$ cat src/gdsd_pkg.sv
// ----------------------------------------------------------------------------
// gdsd_pkg - shared types, constants and date functions
// Calendar helpers for the Gregorian date step and difference pipeline.
// ----------------------------------------------------------------------------
package gdsd_pkg;

  localparam int YEAR_LIMIT = 9999;
  localparam logic [15:0] YEAR_MAX = 16'(YEAR_LIMIT);

  localparam int YW  = 14;   // year field width
  localparam int AYW = 15;   // anniversary year, may run a few years past the limit
  localparam int SW  = 23;   // day serial width
  localparam int CW  = 22;   // day count width

  localparam logic [CW-1:0] COUNT_MAX = '1;
  localparam logic [3:0]    MONTHS    = 4'd12;
  localparam logic [3:0]    FEBRUARY  = 4'd2;
  localparam logic [4:0]    LEAP_DAY  = 5'd29;

  // Multiplicative inverse of 25 modulo 2^16 and the divisibility bound
  localparam logic [15:0] DIV25_INV = 16'h5C29;
  localparam logic [15:0] DIV25_LIM = 16'd2621;
  // Reciprocal of 100 scaled by 2^21; exact for operands below 43690
  localparam logic [31:0] DIV100_MUL = 32'd20972;

  typedef enum logic [1:0] {
    OP_NEXT  = 2'd0,
    OP_PREV  = 2'd1,
    OP_DIFF  = 2'd2,
    OP_ANNIV = 2'd3
  } op_t;

  typedef struct packed {
    op_t             op;
    logic [4:0]      day;
    logic [3:0]      month;
    logic [YW-1:0]   year;
    logic            leap;
    logic [4:0]      len;
  } step_in_t;

  typedef struct packed {
    logic [4:0]      day;
    logic [3:0]      month;
    logic [YW-1:0]   year;
    logic            status;
  } step_out_t;

  function automatic logic is_div25(logic [15:0] y);
    logic [15:0] p;
    p = y * DIV25_INV;
    return p <= DIV25_LIM;
  endfunction

  // Divisible by 4, and by 16 whenever divisible by 25
  function automatic logic is_leap(logic [15:0] y);
    return (y[1:0] == 2'd0) && (!is_div25(y) || (y[3:0] == 4'd0));
  endfunction

  function automatic logic [7:0] div100(logic [15:0] x);
    logic [31:0] p;
    p = 32'(x) * DIV100_MUL;
    return p[28:21];
  endfunction

  function automatic logic [4:0] days_in(logic [3:0] m, logic leap);
    case (m)
      4'd2:                   return leap ? 5'd29 : 5'd28;
      4'd4, 4'd6, 4'd9, 4'd11: return 5'd30;
      default:                return 5'd31;
    endcase
  endfunction

  function automatic logic [8:0] month_start(logic [3:0] m);
    case (m)
      4'd2:    return 9'd31;
      4'd3:    return 9'd59;
      4'd4:    return 9'd90;
      4'd5:    return 9'd120;
      4'd6:    return 9'd151;
      4'd7:    return 9'd181;
      4'd8:    return 9'd212;
      4'd9:    return 9'd243;
      4'd10:   return 9'd273;
      4'd11:   return 9'd304;
      4'd12:   return 9'd334;
      default: return 9'd0;
    endcase
  endfunction

  function automatic logic [3:0] clamp_month(logic [3:0] m);
    if (m == 4'd0) return 4'd1;
    if (m > MONTHS) return MONTHS;
    return m;
  endfunction

  function automatic logic [4:0] clamp_day(logic [4:0] d, logic [4:0] len);
    if (d == 5'd0) return 5'd1;
    if (d > len) return len;
    return d;
  endfunction

  // Days from 1 January of year 0; q1 = (y+99)/100, q2 = (y+399)/100
  function automatic logic [SW-1:0] serial_days(logic [4:0] d, logic [3:0] m,
                                                logic [AYW-1:0] y, logic leap,
                                                logic [7:0] q1, logic [7:0] q2);
    logic [15:0]   y4;
    logic [SW-1:0] s;
    y4 = (16'(y) + 16'd3) >> 2;
    s  = SW'(y) * SW'(365) + SW'(y4) - SW'(q1) + SW'(q2[7:2])
       + SW'(month_start(m)) + SW'(d) - SW'(1)
       + SW'((m > FEBRUARY) && leap);
    return s;
  endfunction

endpackage

$ cat src/gdsd_step.sv
// ----------------------------------------------------------------------------
// gdsd_step - next and previous day of a clamped date
// Saturates at the ends of the year range and flags it in status.
// ----------------------------------------------------------------------------
module gdsd_step (
  input  gdsd_pkg::step_in_t  step_in,
  output gdsd_pkg::step_out_t step_out
);
  import gdsd_pkg::*;

  always_comb begin
    step_out.day    = 5'd1;
    step_out.month  = 4'd1;
    step_out.year   = '0;
    step_out.status = 1'b0;
    case (step_in.op)
      OP_NEXT: begin
        step_out.day   = step_in.day;
        step_out.month = step_in.month;
        step_out.year  = step_in.year;
        if (step_in.day < step_in.len) begin
          step_out.day = step_in.day + 5'd1;
        end else if (step_in.month < MONTHS) begin
          step_out.day   = 5'd1;
          step_out.month = step_in.month + 4'd1;
        end else if (16'(step_in.year) < YEAR_MAX) begin
          step_out.day   = 5'd1;
          step_out.month = 4'd1;
          step_out.year  = step_in.year + YW'(1);
        end else begin
          step_out.status = 1'b1;
        end
      end
      OP_PREV: begin
        step_out.day   = step_in.day;
        step_out.month = step_in.month;
        step_out.year  = step_in.year;
        if (step_in.day > 5'd1) begin
          step_out.day = step_in.day - 5'd1;
        end else if (step_in.month > 4'd1) begin
          step_out.month = step_in.month - 4'd1;
          step_out.day   = days_in(step_in.month - 4'd1, step_in.leap);
        end else if (step_in.year != '0) begin
          step_out.year  = step_in.year - YW'(1);
          step_out.month = MONTHS;
          step_out.day   = 5'd31;
        end else begin
          step_out.status = 1'b1;
        end
      end
      default: begin
        // hold the neutral date for counting operations
      end
    endcase
  end

endmodule

$ cat src/gregorian_date_step_and_difference_top.sv
// ----------------------------------------------------------------------------
// gregorian_date_step_and_difference_top - Gregorian date arithmetic pipeline
// Next day, previous day, days between and days until anniversary.
// ----------------------------------------------------------------------------
// Usage:
//   Request channel (req_valid / req_stall) carries op and two dates A and B.
//   Response channel (rsp_valid / rsp_stall) returns one transaction per
//   request: a stepped date (day_out, month_out, year_out) or a day_count,
//   with status set when a step leaves the year range or a count saturates.
//   A transaction moves at a clock edge with valid high and stall low.
// Latency and throughput:
//   Six register stages, s1 to s6; an accepted request enters s1 and moves
//   through s2 to s5 to show on rsp_valid from s6. One transaction per cycle
//   is sustained while rsp_stall is low: no stage iterates.
// Reset:
//   rst (synchronous, active high) clears every stage valid bit; no request
//   in flight survives. Payload registers are not reset.
// Stall:
//   Each stage loads when it is empty or its successor moves, so bubbles
//   close up behind a stalled output. req_stall rises only when all six
//   stages hold work and the receiver stalls; nothing is dropped or repeated.
// ----------------------------------------------------------------------------
module gregorian_date_step_and_difference_top (
  input  logic                 clk,
  input  logic                 rst,
  input  logic                 req_valid,
  output logic                 req_stall,
  input  logic [1:0]           op,
  input  logic [4:0]           day_a,
  input  logic [3:0]           month_a,
  input  logic [gdsd_pkg::YW-1:0] year_a,
  input  logic [4:0]           day_b,
  input  logic [3:0]           month_b,
  input  logic [gdsd_pkg::YW-1:0] year_b,
  output logic                 rsp_valid,
  input  logic                 rsp_stall,
  output logic [4:0]           day_out,
  output logic [3:0]           month_out,
  output logic [gdsd_pkg::YW-1:0] year_out,
  output logic [gdsd_pkg::CW-1:0] day_count,
  output logic                 status
);
  import gdsd_pkg::*;

  localparam int NSTAGE = 6;

  // Stage 1: clamped months and years, leap flags
  typedef struct packed {
    op_t           op;
    logic [4:0]    da_raw;
    logic [4:0]    db_raw;
    logic [3:0]    ma;
    logic [3:0]    mb;
    logic [YW-1:0] ya;
    logic [YW-1:0] yb;
    logic          leap_a;
    logic          leap_b;
  } s1_t;

  // Stage 2: clamped days, step result, target year before leap search
  typedef struct packed {
    op_t            op;
    logic [4:0]     da;
    logic [4:0]     db;
    logic [3:0]     ma;
    logic [3:0]     mb;
    logic [YW-1:0]  ya;
    logic [AYW-1:0] ysel;
    logic           leap_a;
    logic           nl_en;
    step_out_t      step;
  } s2_t;

  // Stage 3: final target year, century quotients of year A
  typedef struct packed {
    op_t            op;
    logic [4:0]     da;
    logic [4:0]     db;
    logic [3:0]     ma;
    logic [3:0]     mb;
    logic [YW-1:0]  ya;
    logic [AYW-1:0] yfin;
    logic           leap_a;
    logic [7:0]     q1a;
    logic [7:0]     q2a;
    step_out_t      step;
  } s3_t;

  // Stage 4: serial of A, century quotients and leap flag of B
  typedef struct packed {
    op_t            op;
    logic [SW-1:0]  sa;
    logic [4:0]     db;
    logic [3:0]     mb;
    logic [AYW-1:0] yfin;
    logic           leap_bf;
    logic [7:0]     q1b;
    logic [7:0]     q2b;
    step_out_t      step;
  } s4_t;

  // Stage 5: both serials
  typedef struct packed {
    op_t           op;
    logic [SW-1:0] sa;
    logic [SW-1:0] sb;
    step_out_t     step;
  } s5_t;

  // Stage 6: output register
  typedef struct packed {
    logic [4:0]    day;
    logic [3:0]    month;
    logic [YW-1:0] year;
    logic [CW-1:0] count;
    logic          status;
  } s6_t;

  logic [NSTAGE-1:0] vld;
  logic [NSTAGE-1:0] rdy;

  s1_t s1, s1_next;
  s2_t s2, s2_next;
  s3_t s3, s3_next;
  s4_t s4, s4_next;
  s5_t s5, s5_next;
  s6_t s6, s6_next;

  step_in_t  step_in;
  step_out_t step_res;

  // Pipeline flow: a stage loads when empty or when its content moves on
  always_comb begin
    rdy[NSTAGE-1] = !vld[NSTAGE-1] || !rsp_stall;
    for (int k = NSTAGE - 2; k >= 0; k--) begin
      rdy[k] = !vld[k] || rdy[k+1];
    end
  end

  assign req_stall = !rdy[0];

  always_ff @(posedge clk) begin
    if (rst) begin
      vld <= '0;
    end else begin
      if (rdy[0]) vld[0] <= req_valid;
      for (int k = 1; k < NSTAGE; k++) begin
        if (rdy[k]) vld[k] <= vld[k-1];
      end
    end
  end

  // Stage 1: clamp months and years, take leap flags of both years
  always_comb begin
    s1_next.op     = op_t'(op);
    s1_next.da_raw = day_a;
    s1_next.db_raw = day_b;
    s1_next.ma     = clamp_month(month_a);
    s1_next.mb     = clamp_month(month_b);
    s1_next.ya     = (16'(year_a) > YEAR_MAX) ? YW'(YEAR_LIMIT) : year_a;
    s1_next.yb     = (16'(year_b) > YEAR_MAX) ? YW'(YEAR_LIMIT) : year_b;
    s1_next.leap_a = is_leap(16'(s1_next.ya));
    s1_next.leap_b = is_leap(16'(s1_next.yb));
  end

  // Stage 2: clamp days, step the date, pick the anniversary year
  logic [4:0] len_a;
  logic [4:0] len_b;
  logic       after_a;

  always_comb begin
    len_a = days_in(s1.ma, s1.leap_a);
    // date B counts February as 29 days when looking for an anniversary
    len_b = (s1.op == OP_DIFF) ? days_in(s1.mb, s1.leap_b) : days_in(s1.mb, 1'b1);

    s2_next.op     = s1.op;
    s2_next.da     = clamp_day(s1.da_raw, len_a);
    s2_next.db     = clamp_day(s1.db_raw, len_b);
    s2_next.ma     = s1.ma;
    s2_next.mb     = s1.mb;
    s2_next.ya     = s1.ya;
    s2_next.leap_a = s1.leap_a;

    // anniversary already passed this year: advance to the next one
    after_a = (s1.mb < s1.ma) || ((s1.mb == s1.ma) && (s2_next.db < s2_next.da));
    s2_next.ysel  = (s1.op == OP_DIFF) ? AYW'(s1.yb) : AYW'(s1.ya) + AYW'(after_a);
    s2_next.nl_en = (s1.op == OP_ANNIV) && (s1.mb == FEBRUARY) && (s2_next.db == LEAP_DAY);

    step_in.op    = s1.op;
    step_in.day   = s2_next.da;
    step_in.month = s1.ma;
    step_in.year  = s1.ya;
    step_in.leap  = s1.leap_a;
    step_in.len   = len_a;
    s2_next.step  = step_res;
  end

  gdsd_step u_step (
    .step_in  (step_in),
    .step_out (step_res)
  );

  // Stage 3: leap day anniversary moves to the next leap year on or after it; quotients of year A
  logic [AYW-1:0] ysum;
  logic [AYW-1:0] yup4;
  logic           cent_nl;

  always_comb begin
    // round up to a multiple of four; skip a century that is not a leap year
    ysum    = s2.ysel + AYW'(3);
    yup4    = {ysum[AYW-1:2], 2'b00};
    cent_nl = is_div25(16'(yup4)) && (yup4[3:0] != 4'd0);

    s3_next.op     = s2.op;
    s3_next.da     = s2.da;
    s3_next.db     = s2.db;
    s3_next.ma     = s2.ma;
    s3_next.mb     = s2.mb;
    s3_next.ya     = s2.ya;
    s3_next.leap_a = s2.leap_a;
    s3_next.yfin   = s2.nl_en ? (cent_nl ? yup4 + AYW'(4) : yup4) : s2.ysel;
    s3_next.q1a    = div100(16'(s2.ya) + 16'd99);
    s3_next.q2a    = div100(16'(s2.ya) + 16'd399);
    s3_next.step   = s2.step;
  end

  // Stage 4: serial of date A; quotients and leap flag of the target year
  always_comb begin
    s4_next.op      = s3.op;
    s4_next.sa      = serial_days(s3.da, s3.ma, AYW'(s3.ya), s3.leap_a, s3.q1a, s3.q2a);
    s4_next.db      = s3.db;
    s4_next.mb      = s3.mb;
    s4_next.yfin    = s3.yfin;
    s4_next.leap_bf = is_leap(16'(s3.yfin));
    s4_next.q1b     = div100(16'(s3.yfin) + 16'd99);
    s4_next.q2b     = div100(16'(s3.yfin) + 16'd399);
    s4_next.step    = s3.step;
  end

  // Stage 5: serial of the target date
  always_comb begin
    s5_next.op   = s4.op;
    s5_next.sa   = s4.sa;
    s5_next.sb   = serial_days(s4.db, s4.mb, s4.yfin, s4.leap_bf, s4.q1b, s4.q2b);
    s5_next.step = s4.step;
  end

  // Stage 6: difference, saturation and result selection
  logic [SW-1:0] diff_ab;
  logic [SW-1:0] diff_ba;
  logic [SW-1:0] cnt;
  logic          cnt_sat;

  always_comb begin
    diff_ab = s5.sa - s5.sb;
    diff_ba = s5.sb - s5.sa;
    case (s5.op)
      OP_DIFF:  cnt = (s5.sa > s5.sb) ? diff_ab : diff_ba;
      OP_ANNIV: cnt = diff_ba;
      default:  cnt = '0;
    endcase
    cnt_sat = cnt > SW'(COUNT_MAX);

    s6_next.day    = s5.step.day;
    s6_next.month  = s5.step.month;
    s6_next.year   = s5.step.year;
    s6_next.count  = cnt_sat ? COUNT_MAX : cnt[CW-1:0];
    s6_next.status = s5.step.status || cnt_sat;
  end

  // Payload registers advance with their stage valid bits
  always_ff @(posedge clk) begin
    if (rdy[0]) s1 <= s1_next;
    if (rdy[1]) s2 <= s2_next;
    if (rdy[2]) s3 <= s3_next;
    if (rdy[3]) s4 <= s4_next;
    if (rdy[4]) s5 <= s5_next;
    if (rdy[5]) s6 <= s6_next;
  end

  assign rsp_valid = vld[NSTAGE-1];
  assign day_out   = s6.day;
  assign month_out = s6.month;
  assign year_out  = s6.year;
  assign day_count = s6.count;
  assign status    = s6.status;

endmodule
$ cat config.mk
export PLATFORM = sky130hd
export DESIGN_NAME = gregorian_date_step_and_difference_top
export DESIGN_NICKNAME = d
export VERILOG_FILES = /design/src/gdsd_pkg.sv /design/src/gdsd_step.sv /design/src/gregorian_date_step_and_difference_top.sv
export SDC_FILE = /design/constraint.sdc
export NUM_CORES = 2
export LEC_CHECK = 0
export BUFFER_PORTS_ARGS = -buffer_cell sky130_fd_sc_hd__buf_4
export CAP_MARGIN = 20
export CORE_MARGIN = 4
export CORE_UTILIZATION = 55
export DETAILED_ROUTE_END_ITERATION = 8
export PLACE_DENSITY = 0.81
export SLEW_MARGIN = 30
export SYNTH_ARGS = -nofsm -noshare
export SYNTH_HDL_FRONTEND = slang
export SYNTH_HIERARCHICAL = 1
export SYNTH_SLANG_ARGS = --single-unit
$ cat constraint.sdc
create_clock -name clk -period 11.6 [get_ports clk]
set_input_delay 0.58 -clock clk [delete_from_list [all_inputs] [get_ports clk]]
set_output_delay 0.58 -clock clk [all_outputs]
set_load 0.02 [all_outputs]
# Word level (Yosys, flattened, before mapping)
# Memories as Yosys holds them, arrays and structs flattened. A register that Yosys moved wholly into a read port is not among the register bits.
# Index checks and enable logic that the tools add are counted.
# classes
add_sub_neg	31
mul	10
order_cmp	21
eq_ne	22
n_mux	57
reduce_logical	47
# ops
operator	n
$mux 23	3
$le 16x12->1 const B	4
$mux 15	4
$mux 5	11
$mul 15x13->27 const B	2
$mul 16x13->27 const B	2
$pmux 24 s2	1
$add 23x1->23	2
$add 23x5->23	2
$add 23x6->23	2
$add 23x9->23	2
$pmux 23 s2	1
$sub 23x1->23 const B	2
$sub 23x23->23	2
$sub 23x8->23	2
$mux 14	3
$mux 4	10
$mux 19	2
$mul 14x15->16 const B	2
$gt 14x14->1 const B	2
$eq 4x3->1 const B	6
$eq 4x4->1 const B	6
$add 23x13->23	1
$add 23x14->23	1
48 further kinds	113
# word_totals
reg_bits	429
mem_bits_ro	288
out_inout_bits	48
elab_cells	257
mem_count	2
# mem_list
name	words	width	read_ports	rd_clocked_by_memory_dff	wr	line_no	text
(no name shown)	16	9	1	1	0	gdsd_pkg.sv:75	case (m)
(no name shown)	16	9	1	1	0	gdsd_pkg.sv:75	

# Longest topological paths before layout
# depth
ltp_word	14
ltp_mapped	29
depth_no_buf	29

# Hierarchy
# Netlist, hierarchy kept.
# by_module_without_submodules
mod	instances	cells_each	area_per_inst_um2	seq_area_each_um2
gregorian_date_step_and_difference_top	1	4397	47971.0	13062.5
gdsd_step	1	250	1614.0	0.0

# Worst setup path before layout
# Ideal clock, no wire load.
# synth_timing
path_type	register -> register
from	register s3[41] (netlist bit)
to	register s4[30] (netlist bit), data pin
t_arrival_ns	7.034
t_required_ns	11.338
path_slack_ns	4.304
path_stages_with_launch	25
path_buffers	1
period_less_slack_ns	7.296
path_cell_list	edfxtp_1 inv_1 ha_1 clkbuf_1 o21ai_0 a31oi_1 a21o_1 or2_2 xnor2_1 ha_1 fa_1 inv_1 fa_1 inv_1 fa_1 fa_1 ha_1 or4_1 a221oi_1 nand3_1 o311ai_0 a21boi_0 o21ai_0 a21oi_1 xor2_1
# synth_lines
item	line_no	text
start: declaration	gregorian_date_step_and_difference_top.sv:124	s3_t s3, s3_next;
start signal: assignment	gregorian_date_step_and_difference_top.sv:275	if (rdy[2]) s3 <= s3_next;
end signal: assignment	gregorian_date_step_and_difference_top.sv:276	if (rdy[3]) s4 <= s4_next;
end: declaration	gregorian_date_step_and_difference_top.sv:125	s4_t s4, s4_next;

==> results_dict.tcl <==
set metrics [dict create \
    status "finished, final reports clean" \
    fin_nets 6239 \
    cp_top_family "adder cells" \
    cp_slowest_stage_delay_ns 0.67 \
    drive_above_1_share 0.0524 \
    slew_violations 0 \
    synth-seq-cells 443 \
    rows 109 \
    hold_viol_final 0 \
    clockBufferDepth 3 \
    cts_htree_levels 2 \
    final_area_sq_um 53200 \
    first_iter_violations 2134 \
    wl_per_cell_microns 17.9 \
    cp_max_fo 13 \
    syn_avg_cell_area_sq_um 10.7 \
    cts_sinks 443 \
    syn-cell-area_sq_um 49600 \
    start_util 0.558 \
    root_buffer "clkbuf_16" \
    finalWorstSetupSlack_ns 3.03 \
    fp.dieH_microns 308 \
    clk_pin_slew_ns 0.07 \
    num_vias 32297 \
    final_antenna_net_count 0 \
    cts_buffers 46 \
    syn2layout_area_growth_pct 7.26 \
    synth_flop_cell "edfxtp_1" \
    grt_pass1_wl_microns 174000 \
    ctsResizeCount 0 \
    synth-seq-area-share 0.263 \
    regToRegSetupSlack_ns 3.03 \
    worstPathRequired_ns 11.94 \
    arrival_ns 8.91 \
    grt_pass1_vias 34188 \
    grt.overflow.total 0 \
    ys_types 91 \
    async_reset_ff_frac 0 \
    fin_setup_tns_ns 0 \
    grt_antenna_before_repair 5 \
    setup_viol 0 \
    cts_setup_buffers 0 \
    min_period_over_period 0.739 \
    drc 0 \
    gp_congestion 0.934 \
    viasPerCell 5.44 \
    hold_buffers 0 \
    placed_area_sq_um 51600 \
    hpwl_microns 87200 \
    drv_cap 0 \
    finalCriticalPeriod_ns 8.57 \
    fin_cells 5937 \
    cp_num_buf_inv 3 \
    final_common_cell "inv_1" \
    hp-class "in -> reg" \
    worstSetupPathType "reg -> reg" \
    clk_latency_ns 0.60 \
    dieArea_sq_um 95000 \
    ioPinCount 100 \
    synthCells 4647 \
    endpoint_kind "flip-flop" \
    timing.slew.headroom 0.344 \
    worst_pin_slew_ns 0.977 \
    grt.total_usage 0.229 \
    core-area_sq_um 88900 \
    drt-pass1-iter-count 6 \
    fp.dieW_microns 308 \
    final_cell_mix "inv_1, ha_1, fa_1, edfxtp_1, xnor2_1" \
    grt_max_degree 82 \
    synth_warnings 6 \
    synth-edff-count 419 \
    critPathSlowestCell "o311ai_0" \
    io_buffers 99 \
    routed_wirelength_microns 106000 \
    fin_skew_ns 0.0206 \
    fmax_mhz 117 \
    place_ws_ns 3.03 \
    placed_cells 5854 \
    crit_top_cell "fa_1" \
    grt_setup_unrepaired "no" \
    worstSetupStartpointType "flip-flop" \
    cts_tree "yes" \
    worstPathCellList "inv_1, ha_1, o21ai_0, a31oi_1, a21o_1, or2_2, xnor2_1, ha_1, fa_1, inv_1, fa_1, inv_1, fa_1, fa_1, ha_1, or4_1, a221oi_1, nand3_1, o311ai_0, a21boi_0, o21ai_0, a21oi_1, xor2_1" \
]
[synthesized netlist by cell type (all sizes together) (14+ instances only)]
| master | count | area share |
|---|---|---|
| a21o | 61 | 0.0092 |
| buf | 14 | 0.0016 |
| xnor2 | 212 | 0.038 |
| nor2b | 33 | 0.0042 |
| nor2 | 152 | 0.012 |
| nand2 | 151 | 0.011 |
| dfxtp | 24 | 0.0097 |
| o21a | 21 | 0.0032 |
| nand2b | 42 | 0.0053 |
| a211oi | 25 | 0.0038 |
| ha | 916 | 0.23 |
| o21ai | 127 | 0.013 |
| edfxtp | 419 | 0.25 |
| inv | 1156 | 0.088 |
| and2 | 19 | 0.0024 |
| nand3 | 54 | 0.0056 |
| a31oi | 15 | 0.0019 |
| nor3 | 55 | 0.0057 |
| o21bai | 26 | 0.0039 |
| mux2i | 23 | 0.0046 |
| a21oi | 165 | 0.017 |
| or3 | 19 | 0.0025 |
| clkbuf | 59 | 0.0045 |
| nand4 | 37 | 0.0049 |
| xor2 | 79 | 0.014 |
| and3 | 28 | 0.0037 |
| fa | 534 | 0.22 |
[metrics by stage]
stage	hold WS (ns)	utilization
3_5_place_dp	0.405	0.581
3_3_place_gp	0.401	0.581
4_1_cts	0.138	0.598
5_1_grt	0.147	0.598
2_1_floorplan	0.400	-
6_report	0.166	0.598
[routing by layer]
layer | up-vias | share of wire | GRT usage
met5 | - | 0 | 0
met4 | 0 | 0.024 | 0.0574
met3 | 154 | 0.062 | 0.0321
met2 | 919 | 0.48 | 0.387
met1 | 15880 | 0.44 | 0.313
li1 | 15344 | - | -
[worst reg2reg max path, delay by kind of cell, from the launching register on]
| kind | cells | cell delay, ns |
|---|---|---|
| fa+ha+maj | 7 | 3.04 |
| compound gates | 8 | 2.54 |
| xor+xnor | 2 | 0.77 |
| flops | 1 | 0.62 |
| buf+inv | 3 | 0.43 |
| simple gates | 3 | 0.95 |
[final cells by class]
type / count / area (sq um)
clock buffer: 59 / 1280
fill: 7017 / 35700
inverter: 1157 / 4350
timing repair buffer: 113 / 852
clock inverter: 23 / 246
antenna: 1 / 2.50
tap: 1165 / 1460
multi-input combinational: 2976 / 31900
sequential: 443 / 13100
[final timing paths]
| path | startpoint | endpoint | cells after the start |
|---|---|---|---|
| setup / recovery | s3[41] | s4[30] | 23 |
| hold / removal | day_b[3] | s1[41] | 1 |
| setup reg to reg | s3[41] | s4[30] | 23 |
| hold reg to reg | s2[17] | s3[17] | 0 |
[cell families after synthesis]
| group | count (synthesis) | share of synthesized area |
|---|---|---|
| flip-flops | 443 | 0.263 |
| other | 1 | 0.0000756 |
| multiplexers | 35 | 0.00737 |
| adder cells (fa/ha/maj) | 1451 | 0.447 |
| AND/OR/NAND/NOR | 650 | 0.0673 |
| XOR/XNOR | 291 | 0.0516 |
| AO/OA/AOI/OAI | 546 | 0.0696 |
| buffers and inverters | 1230 | 0.0937 |
[sequential cells by signal, summed over array words and instances, names as in the netlist, named ones only]
signal,count
s2,75
vld,6
s5,72
year_out,14
s4,88
status,1
s1,50
s3,88
day_out,5
day_count,22
month_out,4
Power is not shown: default switching activity piles up to over one toggle a cycle in this logic, so the estimate is an artifact.
